**src/rbnh_pkg.sv**
```systemverilog
// Shared types, constants and arithmetic helpers for the ray / box nearest-hit block.
package rbnh_pkg;

	localparam int VAL_W     = 32;
	localparam int FRAC_BITS = 16;
	localparam int ID_BITS   = 16;
	localparam int ID_W      = 16;
	localparam int DIST_W    = VAL_W - 1;
	localparam int NUM_AXES  = 3;

	typedef logic signed [VAL_W-1:0]   val_t;
	typedef logic signed [2*VAL_W-1:0] prod_t;
	typedef val_t [NUM_AXES-1:0]       vec3_t;
	typedef logic [ID_BITS-1:0]        id_t;

	localparam val_t MAXV = {1'b0, {(VAL_W-1){1'b1}}};
	localparam val_t MINV = {1'b1, {(VAL_W-1){1'b0}}};

	typedef enum logic [2:0] {
		CFG_ORIGIN_X  = 3'd0,
		CFG_ORIGIN_Y  = 3'd1,
		CFG_ORIGIN_Z  = 3'd2,
		CFG_INV_DIR_X = 3'd3,
		CFG_INV_DIR_Y = 3'd4,
		CFG_INV_DIR_Z = 3'd5
	} cfg_idx_t;

	typedef struct packed {
		logic valid;
		logic last_box;
		id_t  id;
	} tag_t;

	function automatic val_t sat_diff(val_t a, val_t b);
		logic signed [VAL_W:0] d;
		d = {a[VAL_W-1], a} - {b[VAL_W-1], b};
		if (d[VAL_W] != d[VAL_W-1]) begin
			return d[VAL_W] ? MINV : MAXV;
		end
		return d[VAL_W-1:0];
	endfunction

	// Floor shift by the fraction width, then saturate to the value range.
	function automatic val_t scale_sat(prod_t p);
		prod_t s;
		s = p >>> FRAC_BITS;
		if (s[2*VAL_W-1:VAL_W-1] != {(VAL_W+1){s[2*VAL_W-1]}}) begin
			return s[2*VAL_W-1] ? MINV : MAXV;
		end
		return s[VAL_W-1:0];
	endfunction

	function automatic val_t max2(val_t a, val_t b);
		return (a > b) ? a : b;
	endfunction

	function automatic val_t min2(val_t a, val_t b);
		return (a < b) ? a : b;
	endfunction

endpackage

```
**src/rbnh_if.sv**
```systemverilog


interface rbnh_hit_if;
	logic        valid;
	logic        ready;
	logic        hit_found;
	logic [15:0] hit_id;
	logic [30:0] hit_distance;

	modport source(output valid, hit_found, hit_id, hit_distance, input ready);
	modport sink(input valid, hit_found, hit_id, hit_distance, output ready);
endinterface


```
**src/rbnh_nearest.sv**
```systemverilog
// Entry / exit fold, nearest-hit accumulator and result register.
module rbnh_nearest (
	input  logic              clk,
	input  logic              arst_n,
	input  rbnh_pkg::tag_t    tag_s4,
	input  rbnh_pkg::vec3_t   near_s4,
	input  rbnh_pkg::vec3_t   far_s4,
	output logic              stall,
	rbnh_hit_if.source        hit
);

	rbnh_pkg::tag_t tag_s5;
	rbnh_pkg::val_t enter_s5;
	rbnh_pkg::val_t leave_s5;

	rbnh_pkg::val_t near_dist_q;
	rbnh_pkg::id_t  near_id_q;
	logic           any_hit_q;

	logic           out_valid_q;
	logic           out_found_q;
	logic [15:0]    out_id_q;
	logic [30:0]    out_dist_q;

	logic           adv;
	logic           take;
	logic           hit_c;
	logic           better_c;
	rbnh_pkg::val_t d_c;
	rbnh_pkg::val_t dist_n;
	rbnh_pkg::id_t  id_n;
	logic           any_n;

	assign stall = out_valid_q && !hit.ready && tag_s5.valid && tag_s5.last_box;
	assign adv   = !stall;
	assign take  = adv && tag_s5.valid;

	assign hit_c    = (enter_s5 <= leave_s5) && !leave_s5[rbnh_pkg::VAL_W-1];
	assign d_c      = enter_s5[rbnh_pkg::VAL_W-1] ? leave_s5 : enter_s5;
	assign better_c = hit_c && (d_c < near_dist_q);
	assign any_n    = any_hit_q || better_c;
	assign dist_n   = better_c ? d_c : near_dist_q;
	assign id_n     = better_c ? tag_s5.id : near_id_q;

	always_ff @(posedge clk or negedge arst_n) begin
		if (!arst_n) begin
			tag_s5 <= '0;
		end else if (adv) begin
			tag_s5 <= tag_s4;
		end
	end

	always_ff @(posedge clk) begin
		if (adv) begin
			enter_s5 <= rbnh_pkg::max2(rbnh_pkg::max2(near_s4[0], near_s4[1]), near_s4[2]);
			leave_s5 <= rbnh_pkg::min2(rbnh_pkg::min2(far_s4[0], far_s4[1]), far_s4[2]);
		end
	end

	always_ff @(posedge clk or negedge arst_n) begin
		if (!arst_n) begin
			near_dist_q <= rbnh_pkg::MAXV;
			near_id_q   <= '0;
			any_hit_q   <= 1'b0;
			out_valid_q <= 1'b0;
		end else begin
			if (hit.ready) begin
				out_valid_q <= 1'b0;
			end
			if (take) begin
				if (tag_s5.last_box) begin
					near_dist_q <= rbnh_pkg::MAXV;
					near_id_q   <= '0;
					any_hit_q   <= 1'b0;
					out_valid_q <= 1'b1;
				end else begin
					near_dist_q <= dist_n;
					near_id_q   <= id_n;
					any_hit_q   <= any_n;
				end
			end
		end
	end

	always_ff @(posedge clk) begin
		if (take && tag_s5.last_box) begin
			out_found_q <= any_n;
			out_id_q    <= any_n ? 16'(id_n) : '0;
			out_dist_q  <= any_n ? dist_n[rbnh_pkg::DIST_W-1:0] : '1;
		end
	end

	assign hit.valid        = out_valid_q;
	assign hit.hit_found    = out_found_q;
	assign hit.hit_id       = out_id_q;
	assign hit.hit_distance = out_dist_q;

	a_empty_state: assert property (@(posedge clk) disable iff (!arst_n)
		!any_hit_q |-> (near_dist_q == rbnh_pkg::MAXV) && (near_id_q == '0))
		else $error("nearest state holds data without a hit");

	a_hit_range: assert property (@(posedge clk) disable iff (!arst_n)
		any_hit_q |-> !near_dist_q[rbnh_pkg::VAL_W-1] && (near_dist_q != rbnh_pkg::MAXV))
		else $error("kept hit distance out of range");

	a_clear_after_last: assert property (@(posedge clk) disable iff (!arst_n)
		(take && tag_s5.last_box) |=> !any_hit_q && out_valid_q)
		else $error("list end did not clear state or post a result");

	a_miss_result: assert property (@(posedge clk) disable iff (!arst_n)
		(hit.valid && !hit.hit_found) |-> (hit.hit_id == '0) && (hit.hit_distance == '1))
		else $error("miss result carries hit data");

endmodule

```
**src/flat_wrapper.sv**
```systemverilog
// flat-port wrapper written by rule: the top's interface ports become plain ports
module rbnh_nearest_flat 
  (clk, arst_n, tag_s4, near_s4, far_s4, stall, hit_valid, hit_hit_found, hit_hit_id, hit_hit_distance, hit_ready);
  rbnh_hit_if hit_i ();
  input  logic clk;
  input  logic arst_n;
  input  rbnh_pkg::tag_t tag_s4;
  input  rbnh_pkg::vec3_t near_s4;
  input  rbnh_pkg::vec3_t far_s4;
  output logic stall;
  output wire logic [$bits(hit_i.valid)-1:0] hit_valid;
  output wire logic [$bits(hit_i.hit_found)-1:0] hit_hit_found;
  output wire logic [$bits(hit_i.hit_id)-1:0] hit_hit_id;
  output wire logic [$bits(hit_i.hit_distance)-1:0] hit_hit_distance;
  input wire logic [$bits(hit_i.ready)-1:0] hit_ready;
  assign hit_valid = hit_i.valid;
  assign hit_hit_found = hit_i.hit_found;
  assign hit_hit_id = hit_i.hit_id;
  assign hit_hit_distance = hit_i.hit_distance;
  assign hit_i.ready = hit_ready;
  rbnh_nearest u_core (.clk(clk), .arst_n(arst_n), .tag_s4(tag_s4), .near_s4(near_s4), .far_s4(far_s4), .stall(stall), .hit(hit_i));
endmodule
```
**config.mk**
```make
export PLATFORM = sky130hd
export DESIGN_NAME = rbnh_nearest_flat
export DESIGN_NICKNAME = d
export VERILOG_FILES = /design/src/rbnh_pkg.sv /design/src/rbnh_if.sv /design/src/rbnh_nearest.sv /design/src/flat_wrapper.sv
export SDC_FILE = /design/constraint.sdc
export NUM_CORES = 1
export LEC_CHECK = 0
export BUFFER_PORTS_ARGS = -buffer_cell sky130_fd_sc_hd__buf_2
export CAP_MARGIN = 20
export CORE_UTILIZATION = 45
export CTS_CLUSTER_SIZE = 12
export DETAILED_ROUTE_END_ITERATION = 16
export PLACE_DENSITY = 0.71
export SETUP_SLACK_MARGIN = 0.15
export SLEW_MARGIN = 10
export SYNTH_ARGS = -nofsm -noshare
export SYNTH_HDL_FRONTEND = slang
export SYNTH_SLANG_ARGS = --single-unit
export TNS_END_PERCENT = 100
```
**constraint.sdc**
```tcl
create_clock -name clk -period 3.5 [get_ports clk]
set_clock_uncertainty 0.1 [all_clocks]
set_input_delay 0.525 -clock clk [delete_from_list [all_inputs] [get_ports clk]]
set_output_delay 0.525 -clock clk [all_outputs]
set_load 0.005 [all_outputs]
```
==> results.yml, run 1 <==
layout:
  final_nets: 2308
  drive_above_1_share_pct: 53.65
  final_cells: 2305
  register_area_sq_mm: 0.005104
  design_area_sq_mm: 0.02131
  multi_input_area_sq_mm: 0.009154
  area_delta_synth_final_pct: 59.64
  num-fill-cells: 1742
cts:
  cts_made_buffers: 17
  cts_buffer_depth: 2
  cts_num_sinks: 180
  cts_root_buf: "clkbuf_16"
  cts_tree: "yes"
  clkTransAtPathRegs_ps: 70
  htreeDepth: 4
  insertion_delay_ps: 440
  hold_buffers: 0
drt:
  wirelength_um: 47460
  firstDrtPassIters: 7
  vias_per_cell: 5.607
  wire_per_inst_um: 20.59
  drtIter0Drc: 927
  ant_nets: 0
  drc: 0
  dr_total_vias: 12930
setup_path:
  cp-end-kind: "flop"
  path_max_fanout: 8
  cp_slowest_cell: "or4_4"
  crit_type: "input port to flop"
  crit_chain: "buf_2 -> ha_4 -> nand3_2 -> o21bai_1 -> a21oi_1 -> o311ai_1 -> buf_4 -> a21oi_4 -> mux2i_4 -> buf_12 -> mux2_4 -> ha_4 -> nand4_1 -> nor2_2 -> and3_4 -> nand2_4 -> or4_4 -> o21bai_4 -> and4b_1 -> nor3_4 -> buf_12 -> clkbuf_16 -> mux2_4"
  max_stage_delay_ps: 480
  required_ps: 3600
  crit_path_start_kind: "input port"
  cp_data_arrival_time_ps: 5220
power:
  p_int_mw: 7.462
  switchingPower_mw: 4.337
  powerDensity_mw_per_mm2: 553.6
  combPwrFrac_pct: 54.8
  ir_worst_vdd_mv: 0.3848
  swShare_pct: 36.76
  pwr-share-seq_pct: 28.1
  p_leak_nw: 10.26
  clockPowerShare_pct: 17.1
grt:
  antenna_found_initial: 3
  grt.total_usage_pct: 28.60
  grt_max_degree: 83
  grt_pass1_vias: 13170
  grt_pass1_wl_um: 67790
  overflow: 0
synthesis:
  synth-edff-count: 112
  avgSynthCellArea_sq_um: 9.911
  ys_seq_area_share_pct: 38.23
  syn_inst: 1347
  synth_ff_type: "edfxtp_1"
  synth_fp_nets: 1750
  synth_async_sr_flop_share_pct: 37.78
  syn_area_sq_mm: 0.01335
  ys_ff_latch: 180
  synth.distinct_cells: 60
  yosysWarnings: 0
sta:
  worstMarginPinSlew_ps: 1050
  final.setup.worst_slack_ps: -1620
  slew_headroom_pct: 29.98
  drv_slew: 0
  max_freq_mhz: 195.3
  rsz0062_at_grt: "true"
  period_needed_ps: 5120
  hold_viol: 0
  setup_violations: 161
  period_share_pct: 146.3
die:
  die_height_um: 174.2
  die_area_sq_mm: 0.03036
  pin_count: 263
  die_w_um: 174.2
  placementRows: 62
  core_sq_mm: 0.02894
  initial_core_util_pct: 46.14
place:
  hpwl_um: 29150
  placed_area_sq_mm: 0.01695
  portBuffers: 262
  routabilityCongestion: 0.9044
  placed_cells: 2134
hold_path:
  worstHoldPathType: "input port to asynchronous set/reset pin"
run_status:
  status: "finished with violations"
  violations: "setup timing"
run:
  maxCapViolCount: 0
-- cells by family after synthesis --
group,count (synthesis),share of synthesized area [%]
adder cells (fa/ha/maj),190,17.81
AND/OR/NAND/NOR,290,10.72
buffers and inverters,276,8.360
AO/OA/AOI/OAI,282,13.52
flip-flops,180,38.23
multiplexers,129,11.36
-- cell usage after synthesis (4+ instances only) --
| cell type | number | area share [%] |
|---|---|---|
| dfstp_2 | 31 | 6.1 |
| nand4_1 | 27 | 1.3 |
| o21ai_0 | 69 | 2.6 |
| nor3_1 | 9 | 0.34 |
| nor4_1 | 5 | 0.23 |
| a22oi_1 | 31 | 1.7 |
| nor3b_1 | 31 | 1.7 |
| o21a_1 | 7 | 0.39 |
| o211ai_1 | 7 | 0.39 |
| nor2b_1 | 12 | 0.56 |
| a21o_1 | 28 | 1.6 |
| a2111oi_0 | 8 | 0.52 |
| a22o_1 | 17 | 1.1 |
| nand2_1 | 138 | 3.9 |
| inv_1 | 226 | 6.4 |
| a221oi_1 | 4 | 0.26 |
| edfxtp_1 | 112 | 25 |
| nor2_1 | 27 | 0.76 |
| ha_1 | 190 | 18 |
| nand2b_1 | 5 | 0.23 |
| buf_6 | 6 | 0.51 |
| mux2_2 | 64 | 5.4 |
| clkbuf_1 | 20 | 0.56 |
| mux2_4 | 29 | 3.3 |
| buf_2 | 16 | 0.60 |
| nand3_1 | 18 | 0.67 |
| dfrtp_1 | 37 | 6.9 |
| buf_4 | 4 | 0.22 |
| mux2i_1 | 36 | 2.7 |
| or2_2 | 4 | 0.19 |
| a21oi_1 | 77 | 2.9 |
| a211oi_1 | 9 | 0.51 |
-- path summary, 6_finish.rpt --
path / startpoint / endpoint / slack [ps] / cells after the start
hold / removal: arst_n / u_core.near_dist_q[31] / 100 / 1
setup reg to reg: u_core.enter_s5[31] / u_core.hit.hit_distance[0] / -500 / 20
max in group asynchronous: arst_n / u_core.near_id_q[11] / 2520 / 2
min in group clk: tag_s4[14] / u_core.tag_s5[14] / 180 / 3
setup / recovery: near_s4[4] / u_core.enter_s5[23] / -1620 / 23
hold reg to reg: u_core.tag_s5[10] / u_core.tag_s5[10] / 400 / 2
-- stage by stage --
stage	util, %	hold WS [ps]	total power [mW]	setup TNS, ps	worst slack, ps
5_1_grt	73.66	148.6	12.30	-137840	-1788
4_1_cts	69.86	107.6	10.69	-76430	-1473
2_1_floorplan	-	129.4	5.580	-76570	-1510
3_5_place_dp	58.57	366.9	7.059	-129930	-2144
3_3_place_gp	58.57	368.5	6.923	-119730	-1957
6_report	73.66	100.9	11.80	-115530	-1620
-- flip-flops by register name, summed over array words and instances (netlist names) --
| name | count |
|---|---|
| u_core.any_hit_q | 1 |
| u_core.enter_s5 | 32 |
| u_core.hit.hit_distance | 31 |
| u_core.hit.hit_found | 1 |
| u_core.hit.hit_id | 16 |
| u_core.hit.valid | 1 |
| u_core.leave_s5 | 32 |
| u_core.near_dist_q | 32 |
| u_core.near_id_q | 16 |
| u_core.tag_s5 | 18 |
-- final cells by class --
| cell class | instances | area share (%) |
|---|---|---|
| Timing Repair Buffer | 587 | 23.65 |
| Tap cell | 384 | 2.254 |
| Multi-Input combinational cell | 892 | 42.95 |
| Sequential cell | 180 | 23.95 |
| Clock buffer | 17 | 1.996 |
| Inverter | 227 | 4.268 |
| Antenna cell | 3 | 0.03522 |
| Clock inverter | 15 | 0.8982 |
-- cell usage in the layout (no fill, tap or decap), types with 24 or more instances in the layout --
cell | netlist | layout
inv_1 | 226 | 196
mux2_2 | 64 | 27
ha_1 | 190 | 137
mux2_4 | 29 | 66
a21oi_2 | 0 | 30
dfrtp_1 | 37 | 37
buf_2 | 16 | 233
nand4_1 | 27 | 27
buf_6 | 6 | 57
nor3b_2 | 1 | 24
buf_16 | 0 | 24
a21oi_1 | 77 | 45
dfstp_2 | 31 | 31
a22oi_2 | 0 | 31
ha_4 | 0 | 49
buf_4 | 4 | 231
a21o_1 | 28 | 28
nor2_1 | 27 | 24
edfxtp_1 | 112 | 112
nand2_1 | 138 | 128
buf_12 | 0 | 28
-- power groups by stage --
stage          combinational (mW)  sequential [mW]  clock (mW)
2_1_floorplan                2.47             3.11           0
3_3_place_gp                 3.70             3.22           0
3_5_place_dp                 3.82             3.24           0
4_1_cts                      5.45             3.25        2.00
5_1_grt                      6.85             3.35        2.10
6_report                     6.47             3.32        2.01
-- metal layers --
metal	GRT usage [%]	share of wire, %
met1	32.24	37
met2	52.57	52
met3	4.068	5.7
met4	13.85	5.4
met5	0	0
-- worst max-delay path, delay by kind of cell --
family / cells / cell delay [ps]
AO/OA/AOI/OAI: 5 / 910
adder cells (fa/ha/maj): 2 / 550
buffers and inverters: 5 / 810
multiplexers: 3 / 960
AND/OR/NAND/NOR: 8 / 1480
-- what timing repair did --
item,CTS,global route
pin swaps,72,75
gates cloned,26,7
endpoints found under the setup margin,160,161
setup buffers,79,24
resized for setup,305,162
No activity file was read; power rests on OpenSTA's default activity.
==> run 2: changes to the inputs <==
--- a/config.mk
+++ b/config.mk
@@ -8,6 +8,7 @@
 export BUFFER_PORTS_ARGS = -buffer_cell sky130_fd_sc_hd__buf_2
 export CAP_MARGIN = 20
 export CORE_UTILIZATION = 45
+export CTS_BUF_LIST = sky130_fd_sc_hd__clkbuf_4
 export CTS_CLUSTER_SIZE = 12
 export DETAILED_ROUTE_END_ITERATION = 16
 export PLACE_DENSITY = 0.71
==> run 2 against run 1 <==
The flow still finishes with violations (setup timing). Maximum frequency up 4.3%. Via count up 0.14%. Register-to-register slack worse by 30 ps. Hold slack worse by 67 ps. Global-route usage up 1.1 points. Sequential share of layout area down 0.31 points.
==> results.yml, run 2 (same netlist as run 1, synthesis figures left out) <==
layout:
  largest_registers: "u_core.enter_s5 x32, u_core.leave_s5 x32, u_core.near_dist_q x32"
  mostFrequentLayoutCells: "buf_2 (231), buf_4 (212), inv_1 (191)"
  fin_util_pct: 74.63
  drive_above_1_share_pct: 55.36
  area_delta_synth_final_pct: 61.75
  num-fill-cells: 1704
  register_area_sq_mm: 0.005104
  final_nets: 2312
  multi_input_area_sq_mm: 0.009553
  design_area_sq_mm: 0.02159
  layout_commonest_cell: "buf_2"
drt:
  vias_per_cell: 5.603
  ant_nets: 0
  drtIter0Drc: 854
  dr_total_vias: 12940
  wl_met2_um: 25570
  drc: 0
  wl_met3_um: 2773
  wl_met1_um: 17480
  wirelength_um: 48460
  wire_per_inst_um: 20.98
  routed.top_layer: "met4"
  firstDrtPassIters: 7
setup_path:
  cp-end-kind: "flop"
  path_max_fanout: 8
  max_stage_delay_ps: 480
  cp_slowest_cell: "or4_4"
  crit_chain: "buf_2 -> ha_4 -> nand3_2 -> o21bai_1 -> a21oi_1 -> o311ai_1 -> buf_4 -> a21oi_4 -> mux2i_4 -> buf_12 -> mux2_4 -> ha_4 -> nand4_1 -> nor2_2 -> and3_4 -> nand2_4 -> or4_4 -> o21bai_4 -> and4b_1 -> nor3_4 -> buf_12 -> clkbuf_16 -> mux2_4"
  crit_path_start: "near_s4[4]"
  crit_path_start_kind: "input port"
  required_ps: 3780
  crit_type: "input port to flop"
  timing.rr.start: "u_core.enter_s5[31]"
  cp_data_arrival_time_ps: 5190
sta:
  rsz0062_at_grt: "true"
  max_freq_mhz: 203.8
  fin_hold_ws_ps: 33.64
  slew_headroom_pct: 29.45
  final.setup.worst_slack_ps: -1408
  setup_violations: 161
  drv_slew: 0
  period_share_pct: 140.2
  worstMarginPinSlew_ps: 1058
  period_needed_ps: 4908
  hold_viol: 0
die:
  die_w_um: 174.2
  placementRows: 62
  die_area_sq_mm: 0.03036
  die_height_um: 174.2
  pin_count: 263
  initial_core_util_pct: 46.14
  core_sq_mm: 0.02894
cts:
  cts_num_sinks: 180
  insertion_delay_ps: 620
  cts_root_buf: "clkbuf_4"
  clkTransAtPathRegs_ps: 160
  cts_buffer_depth: 2
  cts_tree: "yes"
  htreeDepth: 4
  cts_made_buffers: 17
grt:
  grt_max_degree: 83
  grt_pass1_wl_um: 70260
  antenna_found_initial: 4
  overflow: 0
  grt_pass1_vias: 13460
  grt.total_usage_pct: 29.71
place:
  hpwl_um: 29150
  placed_area_sq_mm: 0.01695
  routabilityCongestion: 0.9044
  portBuffers: 262
power:
  p_leak_nw: 10.24
  powerDensity_mw_per_mm2: 534.5
  ir_worst_vdd_mv: 0.3407
run:
  maxCapViolCount: 0
hold_path:
  worstHoldPathType: "input port to flop"
  min_from: "tag_s4[10]"
run_status:
  violations: "setup timing"
  status: "finished with violations"
run 2: metrics by stage:
| step | setup slack (ps) | cells | setup TNS, ps | power (mW) |
|---|---|---|---|---|
| finish | -1408 | 2310 | -112030 | 11.54 |
| global route | -1622 | 2310 | -125500 | 12.03 |
| CTS | -1289 | 2275 | -64780 | 10.45 |
| detailed placement | -2144 | 2134 | -129930 | 7.059 |
| global placement | -1957 | 2134 | -119730 | 6.923 |
| floorplan | -1510 | 1347 | -76570 | 5.580 |
run 2: area by class of cell:
cell class | instances | area share [%]
multi-input cells | 892 | 44.24
repair buffers | 591 | 24.14
flip-flops and latches | 180 | 23.63
inverters | 227 | 4.235
well taps | 384 | 2.225
clock inverters | 15 | 0.8865
clock buffers | 17 | 0.5910
diodes | 4 | 0.04635
run 2: worst paths after layout:
| kind | slack, ps | depth (start not counted) | endpoint |
|---|---|---|---|
| max | -1410 | 23 | u_core.enter_s5[25] |
| min reg2reg | 420 | 2 | u_core.tag_s5[10] |
| max in group asynchronous | 2150 | 3 | u_core.near_id_q[10] |
| min in group asynchronous | 470 | 2 | u_core.near_dist_q[31] |
| max reg2reg | -530 | 19 | u_core.hit.hit_distance[19] |
| min | 30 | 3 | u_core.tag_s5[10] |
run 2: critical path: cells and delay by family:
family	cells	cell delay, ps
muxes	3	930
adders and majority gates	2	540
AOI/OAI and AO/OA	5	880
and+or+nand+nor	8	1500
buffers and inverters	5	810
run 2: timing repair:
item                                   CTS  global route
gates resized for setup                413           170
setup buffers                           71            24
cloned                                  32             1
setup endpoints to repair              160           161
hold buffers                             7             6
endpoints found under the hold margin    7             6
pin swaps                              104            68
run 2: per-layer routing:
layer / up-vias / global-route usage, %
li1: 5930 / -
met1: 6298 / 32.32
met4: 0 / 14.11
met3: 160 / 4.790
met5: - / 0
met2: 555 / 55.69
run 2: report_power, final:
group          leakage (nW)  switching, mW  internal (mW)
combinational          8.20           3.18           3.71
sequential             1.88          0.463           2.90
clock                 0.165          0.837          0.457
